[src/hdl/usoe_pkg.sv]
package usoe_pkg;

    localparam int SET_CAPACITY = 16;
    localparam int MAX_RESULTS  = 32;
    localparam int VALUE_W      = 32;
    localparam int CMD_W        = 2;
    localparam int MODE_W       = 2;

    localparam int IDX_W = (SET_CAPACITY > 1) ? $clog2(SET_CAPACITY) : 1;
    localparam int CNT_W = $clog2(SET_CAPACITY + 1);
    localparam int RES_W = $clog2(MAX_RESULTS + 1);

    localparam logic [CMD_W-1:0] CMD_LOAD_FIRST  = 2'd0;
    localparam logic [CMD_W-1:0] CMD_LOAD_SECOND = 2'd1;
    localparam logic [CMD_W-1:0] CMD_RUN         = 2'd2;

    localparam logic [MODE_W-1:0] MODE_UNION     = 2'd0;
    localparam logic [MODE_W-1:0] MODE_INTERSECT = 2'd1;
    localparam logic [MODE_W-1:0] MODE_DIFF      = 2'd2;

    typedef struct packed {
        logic load_first;
        logic load_second;
        logic run_start;
        logic swap;
        logic oi_clear;
        logic oi_inc;
        logic ki_clear;
        logic ki_inc;
        logic cand_capture;
        logic push_pend;
        logic pend_load;
        logic push_final;
        logic sets_clear;
    } usoe_cmd_t;

    typedef struct packed {
        logic oi_done;
        logic inner_empty;
        logic scan_done;
        logic match;
        logic out_free;
        logic pend_valid;
        logic res_full;
    } usoe_status_t;

endpackage

[src/hdl/usoe_in_if.sv]
interface usoe_in_if import usoe_pkg::*; ();
    logic                      valid;
    logic                      ready;
    logic [CMD_W-1:0]          cmd;
    logic signed [VALUE_W-1:0] element_value;

    modport source (output valid, output cmd, output element_value, input ready);
    modport sink (input valid, input cmd, input element_value, output ready);
endinterface

[src/hdl/usoe_out_if.sv]
interface usoe_out_if import usoe_pkg::*; ();
    logic                      valid;
    logic                      ready;
    logic signed [VALUE_W-1:0] result_value;
    logic                      is_last;
    logic                      result_empty;
    logic                      load_overflow;

    modport source (
        output valid, output result_value, output is_last,
        output result_empty, output load_overflow, input ready
    );
    modport sink (
        input valid, input result_value, input is_last,
        input result_empty, input load_overflow, output ready
    );
endinterface

[src/hdl/usoe_ram.sv]
module usoe_ram #(
    parameter int WIDTH = 32,
    parameter int DEPTH = 16,
    parameter int ADDR_W = (DEPTH > 1) ? $clog2(DEPTH) : 1
) (
    input  logic              clk,
    input  logic              wr_en,
    input  logic [ADDR_W-1:0] wr_addr,
    input  logic [WIDTH-1:0]  wr_data,
    input  logic [ADDR_W-1:0] rd_addr,
    output logic [WIDTH-1:0]  rd_data
);

    logic [WIDTH-1:0] mem [DEPTH];
    logic [WIDTH-1:0] rd_data_reg;

    always_ff @(posedge clk)
    begin
        if (wr_en)
        begin
            mem[wr_addr] <= wr_data;
        end
        rd_data_reg <= mem[rd_addr];
    end

    assign rd_data = rd_data_reg;

endmodule

[src/hdl/usoe_datapath.sv]
module usoe_datapath import usoe_pkg::*; (
    input  logic                      clk,
    input  logic                      rst_n,
    input  usoe_cmd_t                 cmd,
    input  logic signed [VALUE_W-1:0] load_value,
    output usoe_status_t              status,
    usoe_out_if.source                result
);

    logic [CNT_W-1:0]   first_cnt_reg;
    logic [CNT_W-1:0]   second_cnt_reg;
    logic               overflow_reg;
    logic [CNT_W-1:0]   oi_reg;
    logic [CNT_W-1:0]   ki_reg;
    logic [RES_W-1:0]   res_cnt_reg;
    logic               pend_valid_reg;
    logic               out_valid_reg;

    logic [VALUE_W-1:0] cand_reg;
    logic [VALUE_W-1:0] pend_value_reg;
    logic [VALUE_W-1:0] out_value_reg;
    logic               out_last_reg;
    logic               out_empty_reg;
    logic               out_ovf_reg;

    logic               first_full;
    logic               second_full;
    logic               first_we;
    logic               second_we;
    logic [CNT_W-1:0]   outer_cnt;
    logic [CNT_W-1:0]   inner_cnt;
    logic [IDX_W-1:0]   first_rd_addr;
    logic [IDX_W-1:0]   second_rd_addr;
    logic [VALUE_W-1:0] first_rd_data;
    logic [VALUE_W-1:0] second_rd_data;
    logic [VALUE_W-1:0] outer_rd_data;
    logic [VALUE_W-1:0] inner_rd_data;
    logic               out_free;

    assign first_full  = (first_cnt_reg == CNT_W'(SET_CAPACITY));
    assign second_full = (second_cnt_reg == CNT_W'(SET_CAPACITY));
    assign first_we    = cmd.load_first && !first_full;
    assign second_we   = cmd.load_second && !second_full;

    // In the second union phase the second set is walked and the first one scanned
    assign outer_cnt      = cmd.swap ? second_cnt_reg : first_cnt_reg;
    assign inner_cnt      = cmd.swap ? first_cnt_reg : second_cnt_reg;
    assign first_rd_addr  = cmd.swap ? ki_reg[IDX_W-1:0] : oi_reg[IDX_W-1:0];
    assign second_rd_addr = cmd.swap ? oi_reg[IDX_W-1:0] : ki_reg[IDX_W-1:0];
    assign outer_rd_data  = cmd.swap ? second_rd_data : first_rd_data;
    assign inner_rd_data  = cmd.swap ? first_rd_data : second_rd_data;

    usoe_ram #(
        .WIDTH (VALUE_W),
        .DEPTH (SET_CAPACITY)
    ) u_first_ram (
        .clk     (clk),
        .wr_en   (first_we),
        .wr_addr (first_cnt_reg[IDX_W-1:0]),
        .wr_data (load_value),
        .rd_addr (first_rd_addr),
        .rd_data (first_rd_data)
    );

    usoe_ram #(
        .WIDTH (VALUE_W),
        .DEPTH (SET_CAPACITY)
    ) u_second_ram (
        .clk     (clk),
        .wr_en   (second_we),
        .wr_addr (second_cnt_reg[IDX_W-1:0]),
        .wr_data (load_value),
        .rd_addr (second_rd_addr),
        .rd_data (second_rd_data)
    );

    assign out_free = !out_valid_reg || result.ready;

    always_comb
    begin
        status.oi_done     = (oi_reg == outer_cnt);
        status.inner_empty = (inner_cnt == '0);
        // ki runs one ahead of the entry whose data is on the read port
        status.scan_done   = (ki_reg == inner_cnt);
        status.match       = (inner_rd_data == cand_reg);
        status.out_free    = out_free;
        status.pend_valid  = pend_valid_reg;
        status.res_full    = (res_cnt_reg == RES_W'(MAX_RESULTS));
    end

    always_ff @(posedge clk or negedge rst_n)
    begin
        if (!rst_n)
        begin
            first_cnt_reg  <= '0;
            second_cnt_reg <= '0;
            overflow_reg   <= 1'b0;
            oi_reg         <= '0;
            ki_reg         <= '0;
            res_cnt_reg    <= '0;
            pend_valid_reg <= 1'b0;
            out_valid_reg  <= 1'b0;
        end
        else
        begin
            if (first_we)
            begin
                first_cnt_reg <= first_cnt_reg + CNT_W'(1);
            end
            if (second_we)
            begin
                second_cnt_reg <= second_cnt_reg + CNT_W'(1);
            end
            if ((cmd.load_first && first_full) || (cmd.load_second && second_full))
            begin
                overflow_reg <= 1'b1;
            end
            if (cmd.sets_clear)
            begin
                first_cnt_reg  <= '0;
                second_cnt_reg <= '0;
                overflow_reg   <= 1'b0;
            end

            if (cmd.oi_clear)
            begin
                oi_reg <= '0;
            end
            else if (cmd.oi_inc)
            begin
                oi_reg <= oi_reg + CNT_W'(1);
            end

            if (cmd.ki_clear)
            begin
                ki_reg <= '0;
            end
            else if (cmd.ki_inc)
            begin
                ki_reg <= ki_reg + CNT_W'(1);
            end

            if (cmd.run_start)
            begin
                res_cnt_reg    <= '0;
                pend_valid_reg <= 1'b0;
            end
            else if (cmd.pend_load)
            begin
                res_cnt_reg    <= res_cnt_reg + RES_W'(1);
                pend_valid_reg <= 1'b1;
            end
            else if (cmd.push_final)
            begin
                pend_valid_reg <= 1'b0;
            end

            if (cmd.push_pend || cmd.push_final)
            begin
                out_valid_reg <= 1'b1;
            end
            else if (result.ready)
            begin
                out_valid_reg <= 1'b0;
            end
        end
    end

    always_ff @(posedge clk)
    begin
        if (cmd.cand_capture)
        begin
            cand_reg <= outer_rd_data;
        end
        if (cmd.pend_load)
        begin
            pend_value_reg <= cand_reg;
        end
        if (cmd.push_pend)
        begin
            out_value_reg <= pend_value_reg;
            out_last_reg  <= 1'b0;
            out_empty_reg <= 1'b0;
            out_ovf_reg   <= overflow_reg;
        end
        else if (cmd.push_final)
        begin
            // an empty answer still sends one item, value zero
            out_value_reg <= pend_valid_reg ? pend_value_reg : '0;
            out_last_reg  <= 1'b1;
            out_empty_reg <= !pend_valid_reg;
            out_ovf_reg   <= overflow_reg;
        end
    end

    assign result.valid         = out_valid_reg;
    assign result.result_value  = out_value_reg;
    assign result.is_last       = out_last_reg;
    assign result.result_empty  = out_empty_reg;
    assign result.load_overflow = out_ovf_reg;

    a_push_needs_room: assert property (@(posedge clk) disable iff (!rst_n)
        (cmd.push_pend || cmd.push_final) |-> out_free)
        else $error("result pushed over an item not yet taken");

    a_clear_after_run: assert property (@(posedge clk) disable iff (!rst_n)
        cmd.sets_clear |=> (first_cnt_reg == '0 && second_cnt_reg == '0 && !overflow_reg))
        else $error("sets not emptied after run");

    a_count_bound: assert property (@(posedge clk) disable iff (!rst_n)
        (first_cnt_reg <= CNT_W'(SET_CAPACITY)) && (second_cnt_reg <= CNT_W'(SET_CAPACITY)))
        else $error("set count beyond capacity");

    a_empty_shape: assert property (@(posedge clk) disable iff (!rst_n)
        (out_valid_reg && out_empty_reg) |-> (out_last_reg && out_value_reg == '0))
        else $error("empty marker without last or with nonzero value");

endmodule

[src/hdl/usoe_ctrl.sv]
module usoe_ctrl import usoe_pkg::*; (
    input  logic              clk,
    input  logic              rst_n,
    input  logic              cfg_wr_en,
    input  logic [MODE_W-1:0] cfg_wr_data,
    usoe_in_if.sink           item,
    input  usoe_status_t      status,
    output usoe_cmd_t         cmd
);

    typedef enum logic [5:0] {
        S_IDLE   = 6'b000001,
        S_OREAD  = 6'b000010,
        S_OLATCH = 6'b000100,
        S_SCAN   = 6'b001000,
        S_PUSH   = 6'b010000,
        S_FINISH = 6'b100000
    } state_t;

    state_t            state_reg;
    state_t            state_next;
    logic              phase2_reg;
    logic              phase2_next;
    logic [MODE_W-1:0] mode_reg;
    logic              accept;
    logic              want;
    logic              union_first;
    logic              mode_known;

    assign item.ready  = (state_reg == S_IDLE);
    assign accept      = item.valid && item.ready;
    // union's second phase keeps elements not found, like difference
    assign want        = (mode_reg == MODE_INTERSECT);
    assign union_first = (mode_reg == MODE_UNION) && !phase2_reg;
    assign mode_known  = (mode_reg == MODE_UNION) || (mode_reg == MODE_INTERSECT)
                         || (mode_reg == MODE_DIFF);

    always_comb
    begin
        state_next  = state_reg;
        phase2_next = phase2_reg;
        cmd         = '0;
        cmd.swap    = phase2_reg;

        unique case (state_reg)
            S_IDLE:
            begin
                if (accept)
                begin
                    case (item.cmd)
                        CMD_LOAD_FIRST:  cmd.load_first = 1'b1;
                        CMD_LOAD_SECOND: cmd.load_second = 1'b1;
                        CMD_RUN:
                        begin
                            cmd.run_start = 1'b1;
                            cmd.oi_clear  = 1'b1;
                            phase2_next   = 1'b0;
                            state_next    = mode_known ? S_OREAD : S_FINISH;
                        end
                        default: ;
                    endcase
                end
            end
            S_OREAD:
            begin
                if (status.oi_done)
                begin
                    if (union_first)
                    begin
                        phase2_next  = 1'b1;
                        cmd.oi_clear = 1'b1;
                    end
                    else
                    begin
                        state_next = S_FINISH;
                    end
                end
                else
                begin
                    cmd.ki_clear = 1'b1;
                    state_next   = S_OLATCH;
                end
            end
            S_OLATCH:
            begin
                cmd.cand_capture = 1'b1;
                cmd.ki_inc       = 1'b1;
                if (union_first)
                begin
                    state_next = S_PUSH;
                end
                else if (status.inner_empty)
                begin
                    if (want)
                    begin
                        cmd.oi_inc = 1'b1;
                        state_next = S_OREAD;
                    end
                    else
                    begin
                        state_next = S_PUSH;
                    end
                end
                else
                begin
                    state_next = S_SCAN;
                end
            end
            S_SCAN:
            begin
                cmd.ki_inc = 1'b1;
                if (status.match || status.scan_done)
                begin
                    // keep when found matches what the mode wants
                    if (status.match == want)
                    begin
                        state_next = S_PUSH;
                    end
                    else
                    begin
                        cmd.oi_inc = 1'b1;
                        state_next = S_OREAD;
                    end
                end
            end
            S_PUSH:
            begin
                if (status.res_full)
                begin
                    state_next = S_FINISH;
                end
                else if (!status.pend_valid || status.out_free)
                begin
                    cmd.push_pend = status.pend_valid;
                    cmd.pend_load = 1'b1;
                    cmd.oi_inc    = 1'b1;
                    state_next    = S_OREAD;
                end
            end
            S_FINISH:
            begin
                if (status.out_free)
                begin
                    cmd.push_final = 1'b1;
                    cmd.sets_clear = 1'b1;
                    state_next     = S_IDLE;
                end
            end
            default:
            begin
                state_next = S_IDLE;
            end
        endcase
    end

    always_ff @(posedge clk or negedge rst_n)
    begin
        if (!rst_n)
        begin
            state_reg  <= S_IDLE;
            phase2_reg <= 1'b0;
            mode_reg   <= MODE_UNION;
        end
        else
        begin
            state_reg  <= state_next;
            phase2_reg <= phase2_next;
            if (cfg_wr_en)
            begin
                mode_reg <= cfg_wr_data;
            end
        end
    end

    a_swap_only_union: assert property (@(posedge clk) disable iff (!rst_n)
        (phase2_reg && state_reg != S_IDLE) |-> (mode_reg == MODE_UNION))
        else $error("second phase entered outside union");

    a_scan_follows_latch: assert property (@(posedge clk) disable iff (!rst_n)
        (state_reg == S_SCAN) |-> ($past(state_reg) == S_SCAN || $past(state_reg) == S_OLATCH))
        else $error("scan entered without an outer element");

    a_run_blocks_input: assert property (@(posedge clk) disable iff (!rst_n)
        (accept && item.cmd == CMD_RUN) |=> !item.ready)
        else $error("input taken during run");

endmodule

[src/hdl/unsorted_set_operation_engine_unit.sv]
// channel   role       handshake            payload
// item      sink       valid/ready          cmd, element_value
// result    source     valid/ready          result_value, is_last, result_empty,
//                                           load_overflow
// cfg       write-only cfg_wr_en            cfg_wr_data (operation_mode)
//
// A load transaction is taken in S_IDLE. A run fetches each walked element in
// S_OREAD and S_OLATCH, scans the other set in S_SCAN entry by entry (stopping
// at a match), and queues the element in S_PUSH when kept; each phase ends in
// S_OREAD and the run closes in S_FINISH. The first union phase does not scan.
// The scan reads one entry per cycle from the single read port of each set RAM.
// Reset clears counts, valid and overflow flags and control at once; the set RAMs are not cleared.
// A held result stalls the run only when the next kept element or the final item needs the output.
module unsorted_set_operation_engine_unit import usoe_pkg::*; (
    input  logic              clk,
    input  logic              rst_n,
    input  logic              cfg_wr_en,
    input  logic [MODE_W-1:0] cfg_wr_data,
    usoe_in_if.sink           item,
    usoe_out_if.source        result
);

    usoe_cmd_t    cmd;
    usoe_status_t status;

    usoe_ctrl u_ctrl (
        .clk         (clk),
        .rst_n       (rst_n),
        .cfg_wr_en   (cfg_wr_en),
        .cfg_wr_data (cfg_wr_data),
        .item        (item),
        .status      (status),
        .cmd         (cmd)
    );

    usoe_datapath u_datapath (
        .clk        (clk),
        .rst_n      (rst_n),
        .cmd        (cmd),
        .load_value (item.element_value),
        .status     (status),
        .result     (result)
    );

endmodule

[src/flat_wrapper.sv]
// flat-port wrapper written by rule: the top's interface ports become plain ports
module unsorted_set_operation_engine_unit_flat import usoe_pkg::*;
  (clk, rst_n, cfg_wr_en, cfg_wr_data, item_valid, item_cmd, item_element_value, item_ready, result_valid, result_result_value, result_is_last, result_result_empty, result_load_overflow, result_ready);
  usoe_in_if item_i ();
  usoe_out_if result_i ();
  input  logic clk;
  input  logic rst_n;
  input  logic cfg_wr_en;
  input  logic [MODE_W-1:0] cfg_wr_data;
  input wire logic [$bits(item_i.valid)-1:0] item_valid;
  input wire logic [$bits(item_i.cmd)-1:0] item_cmd;
  input wire logic [$bits(item_i.element_value)-1:0] item_element_value;
  output wire logic [$bits(item_i.ready)-1:0] item_ready;
  output wire logic [$bits(result_i.valid)-1:0] result_valid;
  output wire logic [$bits(result_i.result_value)-1:0] result_result_value;
  output wire logic [$bits(result_i.is_last)-1:0] result_is_last;
  output wire logic [$bits(result_i.result_empty)-1:0] result_result_empty;
  output wire logic [$bits(result_i.load_overflow)-1:0] result_load_overflow;
  input wire logic [$bits(result_i.ready)-1:0] result_ready;
  assign item_i.valid = item_valid;
  assign item_i.cmd = item_cmd;
  assign item_i.element_value = item_element_value;
  assign item_ready = item_i.ready;
  assign result_valid = result_i.valid;
  assign result_result_value = result_i.result_value;
  assign result_is_last = result_i.is_last;
  assign result_result_empty = result_i.result_empty;
  assign result_load_overflow = result_i.load_overflow;
  assign result_i.ready = result_ready;
  unsorted_set_operation_engine_unit u_core (.clk(clk), .rst_n(rst_n), .cfg_wr_en(cfg_wr_en), .cfg_wr_data(cfg_wr_data), .item(item_i), .result(result_i));
endmodule
[config.mk]
export PLATFORM = sky130hd
export DESIGN_NAME = unsorted_set_operation_engine_unit_flat
export DESIGN_NICKNAME = d
export VERILOG_FILES = /design/src/hdl/usoe_pkg.sv /design/src/hdl/usoe_in_if.sv /design/src/hdl/usoe_out_if.sv /design/src/hdl/usoe_ram.sv /design/src/hdl/usoe_datapath.sv /design/src/hdl/usoe_ctrl.sv /design/src/hdl/unsorted_set_operation_engine_unit.sv /design/src/flat_wrapper.sv
export SDC_FILE = /design/constraint.sdc
export NUM_CORES = 2
export LEC_CHECK = 0
export BUFFER_PORTS_ARGS = -buffer_cell sky130_fd_sc_hd__buf_4
export CORE_MARGIN = 1.5
export CORE_UTILIZATION = 50
export CTS_BUF_LIST = sky130_fd_sc_hd__clkbuf_2
export DETAILED_ROUTE_END_ITERATION = 8
export GPL_TIMING_DRIVEN = 0
export PLACE_DENSITY = 0.71
export SLEW_MARGIN = 20
export SYNTH_ARGS = -nofsm -noshare
export SYNTH_HDL_FRONTEND = slang
export SYNTH_SLANG_ARGS = --single-unit
[constraint.sdc]
create_clock -name clk -period 6.5 [get_ports clk]
set_clock_uncertainty 0.05 [all_clocks]
set_input_delay 1.3 -clock clk [delete_from_list [all_inputs] [get_ports clk]]
set_output_delay 1.3 -clock clk [all_outputs]
set_load 0.01 [all_outputs]
==> impl_metrics.tcl <==
set metrics [dict create \
    status "finished, final reports clean" \
    io_pins 78 \
    post-route-period-util_pct 70.44 \
    gp_congestion 0.8623 \
    grt_overflow_total 0 \
    syn_nets 2378 \
    wl_met1_um 43860 \
    reg2reg_from "u_core.u_ctrl.phase2_reg" \
    worstPathRequired_ps 7670 \
    clk_pin_slew_worst_paths_ps 100 \
    ys_async_sr_fraction_pct 3.102 \
    die_width_um 309.3 \
    vias_per_cell 5.885 \
    grt_pass1_wl_um 165200 \
    num-fill-cells 7030 \
    synthDistinctLibCells 48 \
    hpwl_um 73870 \
    crit_buf_inv 7 \
    synth_top_area_cell "edfxtp_1" \
    start_util_pct 50.32 \
    path_max_fanout 10 \
    final-setup-viol-count 0 \
    synth_edf_count 1121 \
    min_path_type "input pin to flip-flop" \
    grt.total_usage_pct 24.15 \
    rsz0062_at_grt "no" \
    leakagePower_uw 0.01797 \
    cts_tree "yes" \
    insertion_delay_ps 1440 \
    first_pass_iters 5 \
    wl_met3_um 9654 \
    io_buffer_count 77 \
    rr_endpoint "u_core.u_datapath.u_second_ram.rd_data[14]" \
    endpoint_kind "flip-flop" \
    cts_resized 0 \
    drtIter0Drc 3065 \
    synth-seq-cells 1225 \
    hold_viol 0 \
    cts_inserted_buffers 315 \
    fmax_mhz 218.4 \
    irDropWorstVdd_uv 194.2 \
    finalWirelength_um 113600 \
    synth_top_area_share_pct 71.78 \
    min_to "u_core.u_datapath.u_first_ram.mem[3][11]" \
    syn_inst 2325 \
    htree_levels 5 \
    final_cell_area_um2 53140 \
    die_y_um 309.3 \
    reg2reg_setup_slack_ps 1920 \
    grt_max_degree 39 \
    core_region_area_um2 93190 \
    wl_per_cell_um 26.57 \
    worst_slew_pin_slew_ps 1003 \
    dpl_cell_area_um2 50150 \
    min_from "item_element_value[11]" \
    synth.avg_cell_area_um2 20.17 \
    drv_cap 0 \
    power_density_nw_per_um2 368.5 \
    synth_area_um2 46900 \
    period_minus_slack_ps 4579 \
    cts_buffer_depth 4 \
    drc 0 \
    clockRootBuffer "clkbuf_2" \
    met2WireLength_um 55320 \
    path_cells "buf_6 -> buf_2 -> buf_2 -> buf_4 -> mux2i_1 -> buf_2 -> buf_2 -> buf_2 -> mux4_2 -> nand2_1 -> a31oi_1" \
    synth-seq-area-share_pct 76.63 \
    dr.max_layer_used "met5" \
    die_area_um2 95640 \
    grt_antenna_before_repair 16 \
    slowest_stage "a31oi_1" \
    final_util_pct 57.02 \
    syn2layout_area_growth_pct 13.31 \
    critical_path_class "flip-flop to flip-flop" \
    vias 25160 \
    post_cts_buffers 0 \
    total_power_uw 19580 \
    reg2regPathDepth 11 \
    cp_common_cell "buf_2" \
    first_global_vias 26110 \
    slowest_delay_ps 650 \
    fin_nets 2859 \
    hold_depth 1 \
    ys_top_cells_by_area "edfxtp_1 (72%), mux4_2 (12%), dfxtp_1 (2.8%)" \
    ys_warn_count 0 \
    fp-row-count 112 \
    slew_headroom_pct 33.15 \
    final_layout_size_suffix_gt1_share_pct 33.62 \
    cts_sinks 1225 \
    ant_nets 0 \
    worstSetupStartpointType "flip-flop" \
    crit_family "buffers and inverters" \
    worst_ep_arrival_time_ps 5750 \
    largestRegisters "u_core.u_datapath.u_first_ram.mem: 512 flops, u_core.u_datapath.u_second_ram.mem: 512 flops" \
    ys.flop_type "edfxtp_1" \
    slew_viol_final 0 \
]
how the worst max path moves through the flow:
stage	cells after the start	start	to	slack [ps]
after global placement	7	u_core.u_ctrl.state_reg[3]	u_core.u_datapath.u_first_ram.mem[3][20]	-830
after detailed placement	11	u_core.u_ctrl.phase2_reg	u_core.u_datapath.u_second_ram.rd_data[14]	2050
final	11	u_core.u_ctrl.phase2_reg	u_core.u_datapath.u_second_ram.rd_data[14]	1920
after CTS	3	u_core.u_ctrl.state_reg[3]	item_ready	1750
after floorplan	7	u_core.u_ctrl.state_reg[3]	u_core.u_datapath.u_first_ram.mem[3][0]	1750
after global routing	4	u_core.u_ctrl.state_reg[4]	item_ready	1720
cell usage after synthesis, types with 3 or more instances:
library cell / n
mux4_2: 256
and2_1: 94
nor4_1: 8
dfxtp_1: 66
edfxtp_1: 1121
and2_0: 3
nand2_1: 154
clkbuf_1: 50
dfrtp_1: 37
xnor2_1: 43
nand3_1: 11
o21ai_0: 9
and3_1: 3
a21oi_1: 16
nor3_1: 14
mux2_2: 37
a31oi_1: 65
xor2_1: 16
or3_1: 3
ha_1: 12
buf_2: 46
o21a_1: 4
a211oi_1: 65
inv_1: 14
buf_6: 3
nand2b_1: 6
mux2i_1: 56
nand4_1: 11
buf_1: 19
nor2_1: 59
per-stage QoR:
stage / std cells / setup TNS (ps) / hold slack (ps) / setup WS [ps]
floorplan: 2325 / 0 / 375.7 / 1746
global placement: 3656 / -171760 / 399.8 / -831.5
global route: 4275 / 0 / 95.94 / 1720
detailed placement: 3714 / 0 / 404.4 / 2045
CTS: 4270 / 0 / 2.328 / 1753
finish: 4276 / 0 / 239.6 / 1922
layer usage:
| metal | vias up | global-route usage [%] |
|---|---|---|
| met3 | 261 | 5.096 |
| met1 | 12970 | 31.73 |
| met5 | - | 0 |
| met2 | 1377 | 38.48 |
| li1 | 10560 | - |
| met4 | 2 | 12.28 |
cell type report:
class	count	area (um2)	share of cell area, %
repair buffers	164	1727	3.250
well taps	1254	1569	2.953
diodes	6	15.01	0.02826
clock buffers	475	2377	4.474
plain buffers	119	531.8	1.001
inverters	14	52.55	0.09890
multi-input cells	967	10630	20.00
flip-flops and latches	1225	35940	67.63
clock inverters	52	301.5	0.5675
cell families (layout without fill, tap and decap cells):
logic type,Yosys count,count (layout),synth area share (%)
DFF,1225,1225,76.63
and+or+nand+nor,380,380,3.943
muxes,349,349,14.38
AOI/OAI and AO/OA,167,167,2.385
buffers and inverters,133,824,1.243
xor gates and xnor gates,59,59,1.102
adders and majority gates,12,12,0.3202
other,0,6,0
placed cells by master (no fill, tap or decap), drive strengths merged, types with 43 or more instances in the layout:
master,Yosys,final
edfxtp,1121,1121
clkbuf,50,526
mux4,256,256
buf,69,203
nand2,154,154
and2,97,97
dfxtp,66,66
a211oi,65,65
a31oi,65,65
nor2,59,59
mux2i,56,56
xnor2,43,43
where the power goes:
| part | leakage, uW | switching [uW] | internal, uW |
|---|---|---|---|
| Clock | 0.00212 | 2970 | 2030 |
| Sequential | 0.0111 | 368 | 9130 |
| Combinational | 0.00471 | 2820 | 2260 |
timing repair:
| item | CTS | global route |
|---|---|---|
| hold endpoints to repair | 258 | 0 |
| hold buffers | 29 | 0 |
| setup endpoints to repair | 0 | 0 |
Note: power is estimated with default switching activity, not from simulation.
